===== src/sv/lfu_pkg.sv =====
// Shared widths, reset values and register codes for the LFU page replacement unit.
package lfu_pkg;

  localparam int MAX_PAGES_DEF   = 64;
  localparam int MAX_FRAMES_DEF  = 16;
  localparam int COUNT_WIDTH_DEF = 16;

  localparam int PAGE_W      = 7;
  localparam int FRAME_OUT_W = 4;
  localparam int FAULT_W     = 32;
  localparam int PCOUNT_W    = 7;
  localparam int FCOUNT_W    = 5;
  localparam int APB_DW      = 32;
  localparam int APB_AW      = 3;

  localparam logic REG_PAGE_COUNT  = 1'b0;
  localparam logic REG_FRAME_COUNT = 1'b1;

  localparam logic [PCOUNT_W-1:0] PAGE_COUNT_RST  = 7'd64;
  localparam logic [FCOUNT_W-1:0] FRAME_COUNT_RST = 5'd16;

endpackage


===== src/sv/lfu_page_replacement_unit.sv =====
// Top level of the LFU page replacement unit: page table memory and its sequencer.
//
//   channel | direction | handshake           | payload
//   in      | input     | in_valid / in_stall   | in_page
//   out     | output    | out_valid / out_stall | out_hit, out_frame, out_evicted_valid,
//           |           |                       | out_evicted_page, out_fault_total,
//           |           |                       | out_out_of_range
//   cfg     | input     | APB write/read        | page_count (0x0), frame_count (0x4)
//
// A rejected reference goes from idle straight to finish; a hit or a fill into a free frame
// passes through read, evaluate and finish; a miss with every frame in use also passes
// through scan, scan end, evict and place: the victim scan reads one page-table entry per
// cycle through the single read port of the page-table memory. After reset the block clears
// the resident bits, one entry per cycle; in_stall stays high meanwhile, configuration
// writes are taken. in_stall is high from the accept until the block is back in idle. A
// finished result waits in the output register while the next item is taken.
module lfu_page_replacement_unit #(
  parameter int MAX_PAGES   = lfu_pkg::MAX_PAGES_DEF,
  parameter int MAX_FRAMES  = lfu_pkg::MAX_FRAMES_DEF,
  parameter int COUNT_WIDTH = lfu_pkg::COUNT_WIDTH_DEF
) (
  input  logic                             clk,
  input  logic                             rst_n,
  input  logic                             in_valid,
  output logic                             in_stall,
  input  logic [lfu_pkg::PAGE_W-1:0]       in_page,
  output logic                             out_valid,
  input  logic                             out_stall,
  output logic                             out_hit,
  output logic [lfu_pkg::FRAME_OUT_W-1:0]  out_frame,
  output logic                             out_evicted_valid,
  output logic [lfu_pkg::PAGE_W-1:0]       out_evicted_page,
  output logic [lfu_pkg::FAULT_W-1:0]      out_fault_total,
  output logic                             out_out_of_range,
  input  logic                             psel,
  input  logic                             penable,
  input  logic                             pwrite,
  input  logic [lfu_pkg::APB_AW-1:0]       paddr,
  input  logic [lfu_pkg::APB_DW-1:0]       pwdata,
  output logic [lfu_pkg::APB_DW-1:0]       prdata,
  output logic                             pready
);
  import lfu_pkg::*;

  localparam int AB  = $clog2(MAX_PAGES);
  localparam int FB  = (MAX_FRAMES > 1) ? $clog2(MAX_FRAMES) : 1;
  localparam int FLW = $clog2(MAX_FRAMES + 1);
  localparam int CW  = COUNT_WIDTH;
  localparam int NW  = 1 + FB + CW;

  localparam logic [3:0] ST_CLEAR    = 4'd0;
  localparam logic [3:0] ST_IDLE     = 4'd1;
  localparam logic [3:0] ST_READ     = 4'd2;
  localparam logic [3:0] ST_EVAL     = 4'd3;
  localparam logic [3:0] ST_SCAN     = 4'd4;
  localparam logic [3:0] ST_SCAN_END = 4'd5;
  localparam logic [3:0] ST_EVICT    = 4'd6;
  localparam logic [3:0] ST_PLACE    = 4'd7;
  localparam logic [3:0] ST_FINISH   = 4'd8;

  // page table: {resident, frame, use count}, entry i holds page i+1
  logic [NW-1:0] mem [MAX_PAGES];
  logic [NW-1:0] rd_data_r;
  logic [AB-1:0] ra, wa;
  logic [NW-1:0] wd;
  logic          we;

  logic          rd_res;
  logic [FB-1:0] rd_frame;
  logic [CW-1:0] rd_cnt;

  logic [3:0]           state_r, state_nxt;
  logic [PAGE_W-1:0]    page_r, page_nxt;
  logic [AB-1:0]        clr_idx_r, clr_idx_nxt;
  logic [FLW-1:0]       filled_r, filled_nxt;
  logic [FAULT_W-1:0]   fault_r, fault_nxt;
  logic [AB-1:0]        scan_idx_r, scan_idx_nxt;
  logic [AB-1:0]        scan_prev_r, scan_prev_nxt;
  logic                 scan_pv_r, scan_pv_nxt;
  logic                 found_r, found_nxt;
  logic [CW-1:0]        best_r, best_nxt;
  logic [AB-1:0]        victim_r, victim_nxt;
  logic [FB-1:0]        vframe_r, vframe_nxt;

  logic                 res_hit_r, res_hit_nxt;
  logic [FB-1:0]        res_frame_r, res_frame_nxt;
  logic                 res_ev_r, res_ev_nxt;
  logic [PAGE_W-1:0]    res_evpage_r, res_evpage_nxt;
  logic                 res_bad_r, res_bad_nxt;

  logic                 out_valid_r, out_valid_nxt;
  logic                 out_load;
  logic                 out_hit_r;
  logic [FRAME_OUT_W-1:0] out_frame_r;
  logic                 out_ev_r;
  logic [PAGE_W-1:0]    out_evpage_r;
  logic [FAULT_W-1:0]   out_fault_r;
  logic                 out_bad_r;

  logic [PCOUNT_W-1:0]  page_count_r;
  logic [FCOUNT_W-1:0]  frame_count_r;

  logic                 in_acc, in_bad, take;
  logic [AB-1:0]        page_addr;
  logic [FAULT_W-1:0]   fault_inc;

  assign rd_res   = rd_data_r[NW-1];
  assign rd_frame = rd_data_r[CW +: FB];
  assign rd_cnt   = rd_data_r[CW-1:0];

  assign in_acc    = in_valid && !in_stall;
  assign in_bad    = (in_page == '0) || (in_page > page_count_r) ||
                     (32'(in_page) > 32'(MAX_PAGES));
  assign page_addr = AB'(32'(page_r) - 32'd1);
  assign fault_inc = (&fault_r) ? fault_r : fault_r + 1'b1;
  // strict less keeps the lowest page number on a tie
  assign take      = scan_pv_r && rd_res && (!found_r || rd_cnt < best_r);

  assign in_stall  = (state_r != ST_IDLE);

  always_ff @(posedge clk) begin
    if (we) begin
      mem[wa] <= wd;
    end
    rd_data_r <= mem[ra];
  end

  always_comb begin
    state_nxt      = state_r;
    page_nxt       = page_r;
    clr_idx_nxt    = clr_idx_r;
    filled_nxt     = filled_r;
    fault_nxt      = fault_r;
    scan_idx_nxt   = scan_idx_r;
    scan_prev_nxt  = scan_prev_r;
    scan_pv_nxt    = scan_pv_r;
    found_nxt      = found_r;
    best_nxt       = best_r;
    victim_nxt     = victim_r;
    vframe_nxt     = vframe_r;
    res_hit_nxt    = res_hit_r;
    res_frame_nxt  = res_frame_r;
    res_ev_nxt     = res_ev_r;
    res_evpage_nxt = res_evpage_r;
    res_bad_nxt    = res_bad_r;
    out_load       = 1'b0;
    ra             = page_addr;
    we             = 1'b0;
    wa             = page_addr;
    wd             = '0;

    case (state_r)
      ST_CLEAR: begin
        we = 1'b1;
        wa = clr_idx_r;
        wd = '0;
        if (32'(clr_idx_r) == 32'(MAX_PAGES - 1)) begin
          state_nxt = ST_IDLE;
        end else begin
          clr_idx_nxt = clr_idx_r + 1'b1;
        end
      end
      ST_IDLE: begin
        if (in_acc) begin
          page_nxt = in_page;
          if (in_bad) begin
            res_hit_nxt    = 1'b0;
            res_frame_nxt  = '0;
            res_ev_nxt     = 1'b0;
            res_evpage_nxt = '0;
            res_bad_nxt    = 1'b1;
            state_nxt      = ST_FINISH;
          end else begin
            state_nxt = ST_READ;
          end
        end
      end
      ST_READ: begin
        state_nxt = ST_EVAL;
      end
      ST_EVAL: begin
        res_bad_nxt    = 1'b0;
        res_ev_nxt     = 1'b0;
        res_evpage_nxt = '0;
        if (rd_res) begin
          we            = 1'b1;
          wd            = {1'b1, rd_frame, (&rd_cnt) ? rd_cnt : rd_cnt + 1'b1};
          res_hit_nxt   = 1'b1;
          res_frame_nxt = rd_frame;
          state_nxt     = ST_FINISH;
        end else begin
          res_hit_nxt = 1'b0;
          fault_nxt   = fault_inc;
          if ((32'(filled_r) < 32'(frame_count_r)) && (32'(filled_r) < 32'(MAX_FRAMES))) begin
            we            = 1'b1;
            wd            = {1'b1, FB'(filled_r), CW'(1)};
            res_frame_nxt = FB'(filled_r);
            filled_nxt    = filled_r + 1'b1;
            state_nxt     = ST_FINISH;
          end else begin
            scan_idx_nxt = '0;
            scan_pv_nxt  = 1'b0;
            found_nxt    = 1'b0;
            state_nxt    = ST_SCAN;
          end
        end
      end
      ST_SCAN: begin
        // read data comes through the read register, so it arrives in the cycle after its address
        ra = scan_idx_r;
        if (take) begin
          found_nxt  = 1'b1;
          best_nxt   = rd_cnt;
          victim_nxt = scan_prev_r;
          vframe_nxt = rd_frame;
        end
        scan_prev_nxt = scan_idx_r;
        scan_pv_nxt   = 1'b1;
        if (32'(scan_idx_r) == 32'(MAX_PAGES - 1)) begin
          state_nxt = ST_SCAN_END;
        end else begin
          scan_idx_nxt = scan_idx_r + 1'b1;
        end
      end
      ST_SCAN_END: begin
        if (take) begin
          found_nxt  = 1'b1;
          best_nxt   = rd_cnt;
          victim_nxt = scan_prev_r;
          vframe_nxt = rd_frame;
        end
        scan_pv_nxt = 1'b0;
        state_nxt   = ST_EVICT;
      end
      ST_EVICT: begin
        if (found_r) begin
          we        = 1'b1;
          wa        = victim_r;
          wd        = {1'b0, vframe_r, best_r};
          state_nxt = ST_PLACE;
        end else begin
          res_frame_nxt = '0;
          state_nxt     = ST_FINISH;
        end
      end
      ST_PLACE: begin
        we             = 1'b1;
        wd             = {1'b1, vframe_r, CW'(1)};
        res_frame_nxt  = vframe_r;
        res_ev_nxt     = 1'b1;
        res_evpage_nxt = PAGE_W'(32'(victim_r) + 32'd1);
        state_nxt      = ST_FINISH;
      end
      ST_FINISH: begin
        // hold until the output register is free
        if (!out_valid_r || !out_stall) begin
          out_load  = 1'b1;
          state_nxt = ST_IDLE;
        end
      end
      default: begin
        state_nxt = ST_IDLE;
      end
    endcase
  end

  always_comb begin
    out_valid_nxt = out_valid_r;
    if (out_load) begin
      out_valid_nxt = 1'b1;
    end else if (out_valid_r && !out_stall) begin
      out_valid_nxt = 1'b0;
    end
  end

  always_ff @(posedge clk) begin
    if (!rst_n) begin
      state_r       <= ST_CLEAR;
      clr_idx_r     <= '0;
      filled_r      <= '0;
      fault_r       <= '0;
      scan_pv_r     <= 1'b0;
      found_r       <= 1'b0;
      out_valid_r   <= 1'b0;
      page_count_r  <= PAGE_COUNT_RST;
      frame_count_r <= FRAME_COUNT_RST;
    end else begin
      state_r     <= state_nxt;
      clr_idx_r   <= clr_idx_nxt;
      filled_r    <= filled_nxt;
      fault_r     <= fault_nxt;
      scan_pv_r   <= scan_pv_nxt;
      found_r     <= found_nxt;
      out_valid_r <= out_valid_nxt;
      if (psel && penable && pwrite && pready) begin
        case (paddr[2])
          REG_PAGE_COUNT:  page_count_r  <= pwdata[PCOUNT_W-1:0];
          REG_FRAME_COUNT: frame_count_r <= pwdata[FCOUNT_W-1:0];
          default: ;
        endcase
      end
    end
  end

  always_ff @(posedge clk) begin
    page_r       <= page_nxt;
    scan_idx_r   <= scan_idx_nxt;
    scan_prev_r  <= scan_prev_nxt;
    best_r       <= best_nxt;
    victim_r     <= victim_nxt;
    vframe_r     <= vframe_nxt;
    res_hit_r    <= res_hit_nxt;
    res_frame_r  <= res_frame_nxt;
    res_ev_r     <= res_ev_nxt;
    res_evpage_r <= res_evpage_nxt;
    res_bad_r    <= res_bad_nxt;
    if (out_load) begin
      out_hit_r    <= res_hit_r;
      out_frame_r  <= FRAME_OUT_W'(32'(res_frame_r));
      out_ev_r     <= res_ev_r;
      out_evpage_r <= res_evpage_r;
      out_fault_r  <= fault_r;
      out_bad_r    <= res_bad_r;
    end
  end

  always_comb begin
    case (paddr[2])
      REG_PAGE_COUNT:  prdata = APB_DW'(page_count_r);
      REG_FRAME_COUNT: prdata = APB_DW'(frame_count_r);
      default:         prdata = '0;
    endcase
  end

  assign pready            = 1'b1;
  assign out_valid         = out_valid_r;
  assign out_hit           = out_hit_r;
  assign out_frame         = out_frame_r;
  assign out_evicted_valid = out_ev_r;
  assign out_evicted_page  = out_evpage_r;
  assign out_fault_total   = out_fault_r;
  assign out_out_of_range  = out_bad_r;

endmodule


===== config.mk =====
export PLATFORM = sky130hd
export DESIGN_NAME = lfu_page_replacement_unit
export DESIGN_NICKNAME = d
export VERILOG_FILES = /design/src/sv/lfu_pkg.sv /design/src/sv/lfu_page_replacement_unit.sv
export SDC_FILE = /design/constraint.sdc
export NUM_CORES = 2
export LEC_CHECK = 0
export BUFFER_PORTS_ARGS = -buffer_cell sky130_fd_sc_hd__buf_2
export CORE_MARGIN = 3
export CORE_UTILIZATION = 60
export DETAILED_ROUTE_END_ITERATION = 10
export PLACE_DENSITY_LB_ADDON = 0.2
export SYNTH_ARGS = -nofsm -noshare
export SYNTH_HDL_FRONTEND = slang
export SYNTH_SLANG_ARGS = --single-unit

===== constraint.sdc =====
create_clock -name clk -period 6.6 [get_ports clk]
set_input_delay 1.32 -clock clk [delete_from_list [all_inputs] [get_ports clk]]
set_output_delay 1.32 -clock clk [all_outputs]
set_load 0.005 [all_outputs]

==> flow_summary.json <==
{
  "placementRows": 115,
  "tns_ps": 0,
  "ys.flop_type": "edfxtp_1",
  "power.share.switching_pct": 19.0,
  "final_antenna_net_count": 0,
  "antenna_found_initial": 1,
  "ys_types": 71,
  "reg2reg_to": "rd_data_r[10]",
  "r2r_slack_ps": 1680,
  "syn_area_mm2": 0.0604,
  "combPwrFrac_pct": 0.7,
  "dp_hpwl_um": 86800,
  "yosys_register_bits": 1531,
  "dieArea_mm2": 0.105,
  "wl_met3_um": 15400,
  "drt-met1-wl_um": 57500,
  "status": "finished, final reports clean",
  "post_synth_and_or_nand_nor_area_fraction_pct": 4.47,
  "drcViolationCount": 0,
  "die_x_um": 323,
  "reg2regPathDepth": 9,
  "cts_tree": "built",
  "p_int_mw": 15.5,
  "finalNetCount": 3670,
  "worst_pin_slew_ps": 1360,
  "grt_pass1_wl_um": 218000,
  "drtIter0Drc": 4503,
  "cpPeakStageDelay_ps": 890,
  "wl_per_cell_um": 29.8,
  "yosysWarnings": 0,
  "synth-xor-area-share_pct": 0.783,
  "power_frac_seq_pct": 55.1,
  "synth_top_family_by_area": "multiplexers",
  "hp-start": "scan_prev_r[4]",
  "place_congestion": 0.907,
  "grt_setup_unrepaired": "false",
  "drv_cap": 0,
  "synth_edf_count": 1448,
  "wl_um": 149000,
  "holdWs_ps": 414,
  "routed-via-count": 33111,
  "grt_max_degree": 98,
  "cellPowerDensity_mw_per_mm2": 281,
  "wl_met2_um": 69000,
  "maxSlewHeadroom_pct": 9.16,
  "finalHoldViolations": 0,
  "setup_viol": 0,
  "cts_buffer_depth": 3,
  "cts_setup_buffers": 0,
  "h-tree-depth": 4,
  "synth_adder_area_share_pct": 0.683,
  "cts_root_buf": "clkbuf_16",
  "crit_path_start_kind": "flip-flop",
  "crit_type": "flip-flop to flip-flop",
  "regToRegStartpoint": "state_r[2]",
  "overflow": 0,
  "p_switching_mw": 3.62,
  "netlist_instances": 3415,
  "syn_avg_cell_area_um2": 17.7,
  "pwr-share-clk_pct": 44.2,
  "slew_viol_final": 0,
  "hold_buffers": 0,
  "fin_skew_ps": 33.3,
  "peakVddDrop_mv": 0.288,
  "layout-area-overhead-vs-synth_pct": 12.3,
  "path_max_fanout": 49,
  "clk_pin_slew_worst_paths_ps": 60,
  "setup_ws_ps": 1680,
  "hold_path_class": "flip-flop to flip-flop",
  "muxShareOfSynthArea_pct": 11.4,
  "drive_gt1_share_pct": 21.2,
  "via_per_inst": 6.62,
  "synth_compound_area_share_pct": 5.98,
  "hold_end": "victim_r[4]",
  "worstSkewPairLatency_ps": 760,
  "cp.required_ps": 7160,
  "crit_path_top_delay_cell": "nor3_1",
  "drt_pass1_iterations": 6,
  "period_needed_ps": 4920,
  "crit_family": "simple AND/OR/NAND/NOR gates",
  "fmax_mhz": 203,
  "grt_pass1_vias": 32702,
  "end_kind": "flip-flop",
  "ios": 130,
  "hold_depth": 0,
  "grt_use_total_pct": 29.0,
  "start_util_pct": 60.9,
  "leakagePower_nw": 21.0,
  "portBuffers": 76,
  "die_y_um": 323,
  "core_mm2": 0.0991,
  "crit_chain": "or4b_4 -> inv_2 -> mux2i_4 -> buf_4 -> mux4_2 -> nor2_1 -> nor3_1 -> nor3_1 -> a22oi_1",
  "clkSinkCount": 1531,
  "cp_data_arrival_time_ps": 5470,
  "yosysSeqAreaShare_pct": 74.7,
  "fin_crit_sh_pct": 74.5,
  "cp_num_cells": 9,
  "num-fill-cells": 6228,
  "async_reset_ff_share_pct": 0,
  "crit_path_frequent_cell": "nor3_1",
  "pre_cts_slack_ps": 1720,
  "cts_buffers": 151,
  "highest_layer": "met4",
  "worst-path-buf-inv": 2,
  "ctsResizeCount": 0
}
## sequential cells by signal (all words and copies together), names as in the netlist, 5 cells and up
signal,count
mem,1344
filled_r,5
out_evicted_page,7
res_evpage_r,7
rd_data_r,21
victim_r,6
scan_idx_r,6
out_fault_total,32
page_r,6
page_count_r,7
clr_idx_r,6
fault_r,32
frame_count_r,5
scan_prev_r,6
best_r,16
## cell usage in the layout (no fill, tap or decap), types with 9 or more instances in the layout
cell type	n
o21a_1	9
nor2b_1	9
clkinv_2	22
nor3_1	76
o22ai_1	38
dfxtp_1	83
nand2_1	191
nor2_2	58
o21ai_0	48
nand4_1	22
a2111oi_1	13
a22o_1	22
inv_1	44
mux4_2	215
xnor2_1	29
a21o_1	12
buf_4	120
nor2_1	142
buf_2	76
a221oi_1	42
mux2_2	61
nand3_1	33
and3_1	9
a21oi_1	151
o211ai_1	25
clkinv_1	29
clkbuf_1	45
xor2_1	25
a22oi_1	64
ha_1	33
a211oi_1	21
conb_1	26
edfxtp_1	1448
clkbuf_16	158
o2bb2ai_1	20
o22ai_4	11
mux2i_1	130
bufinv_16	13
## power groups by stage
stage	sequential (mW)	combinational, mW	clock (mW)
after floorplan	10.7	0.0803	0
after CTS	10.5	0.135	8.55
final	10.5	0.136	8.43
after global placement	10.7	0.131	0
after global routing	10.5	0.145	8.91
after detailed placement	10.7	0.134	0
## cells by family after synthesis
| logic type | after synthesis |
|---|---|
| other cells | 2 |
| buf+inv | 252 |
| xor+xnor | 54 |
| mux | 409 |
| flops | 1531 |
| simple gates | 603 |
| compound gates | 531 |
| fa+ha+maj | 33 |
## stage by stage
stage          utilization (%)  instances  instance area, µm²  total power [mW]
3_3_place_gp              63.5       4722               63000              10.9
6_report                  68.5       5000               67900              19.1
5_1_grt                   68.5       4999               67900              19.6
4_1_cts                   68.5       4999               67900              19.2
3_5_place_dp              63.5       4722               63000              10.9
2_1_floorplan                -       3439               60500              10.8
## worst reg2reg max path, delay by kind of cell (launching register included)
kind | cells | cell delay [ps]
buffers and inverters | 2 | 1030
and+or+nand+nor | 4 | 1780
DFF | 1 | 530
muxes | 2 | 1180
AOI/OAI and AO/OA | 1 | 210
## per-layer routing
metal | vias to the layer above | GRT usage, %
met5 | - | 0
met2 | 1873 | 44.0
met1 | 16944 | 41.4
met4 | 0 | 13.5
li1 | 13996 | -
met3 | 298 | 5.78
## synth_stat cells (all sizes together) (3+ instances only)
cell type / instances / area share (%)
nand4: 22 / 0.23
mux4: 215 / 8.0
nor2b: 9 / 0.093
and2: 6 / 0.062
or3: 8 / 0.083
mux2i: 132 / 2.2
clkbuf: 84 / 0.52
a221o: 3 / 0.050
o211ai: 25 / 0.31
o21a: 10 / 0.12
o22ai: 49 / 0.51
edfxtp: 1448 / 72
nand3b: 8 / 0.099
o2bb2ai: 20 / 0.29
inv: 46 / 0.29
buf: 122 / 1.2
a221oi: 42 / 0.61
and4: 6 / 0.087
nand2b: 8 / 0.083
nand2: 192 / 1.2
nand3: 34 / 0.29
xor2: 25 / 0.36
dfxtp: 83 / 2.8
a22o: 26 / 0.38
a22oi: 64 / 0.80
a21o: 12 / 0.15
a2111oi: 22 / 0.39
nor3: 77 / 0.64
and3: 9 / 0.093
o21ai: 58 / 0.48
a31oi: 5 / 0.052
o31ai: 3 / 0.060
ha: 33 / 0.68
mux2: 62 / 1.2
or2: 4 / 0.041
xnor2: 29 / 0.42
nor2: 203 / 1.3
nor4: 7 / 0.072
a211oi: 21 / 0.26
a21oi: 154 / 1.3
or4: 3 / 0.037
## layout make-up
| class | count | area [µm²] | share of cell area, % |
|---|---|---|---|
| clock buffers | 205 | 4150 | 6.12 |
| well taps | 1287 | 1610 | 2.37 |
| multi-input cells | 1656 | 14700 | 21.6 |
| inverters | 46 | 173 | 0.254 |
| repair buffers | 202 | 1400 | 2.06 |
| diodes | 1 | 2.50 | 0.00369 |
| clock inverters | 72 | 713 | 1.05 |
| flip-flops and latches | 1531 | 45100 | 66.5 |
## worst max path at each step
stage | start | endpoint | slack, ps
2_1_floorplan | rd_data_r[7] | mem[0][14] | 1770
3_3_place_gp | state_r[2] | rd_data_r[5] | 1810
3_5_place_dp | state_r[2] | rd_data_r[5] | 1720
4_1_cts | state_r[2] | rd_data_r[5] | 1670
5_1_grt | state_r[2] | rd_data_r[17] | 1460
6_report | state_r[2] | rd_data_r[10] | 1680
Note: power is estimated with default switching activity, not from simulation.
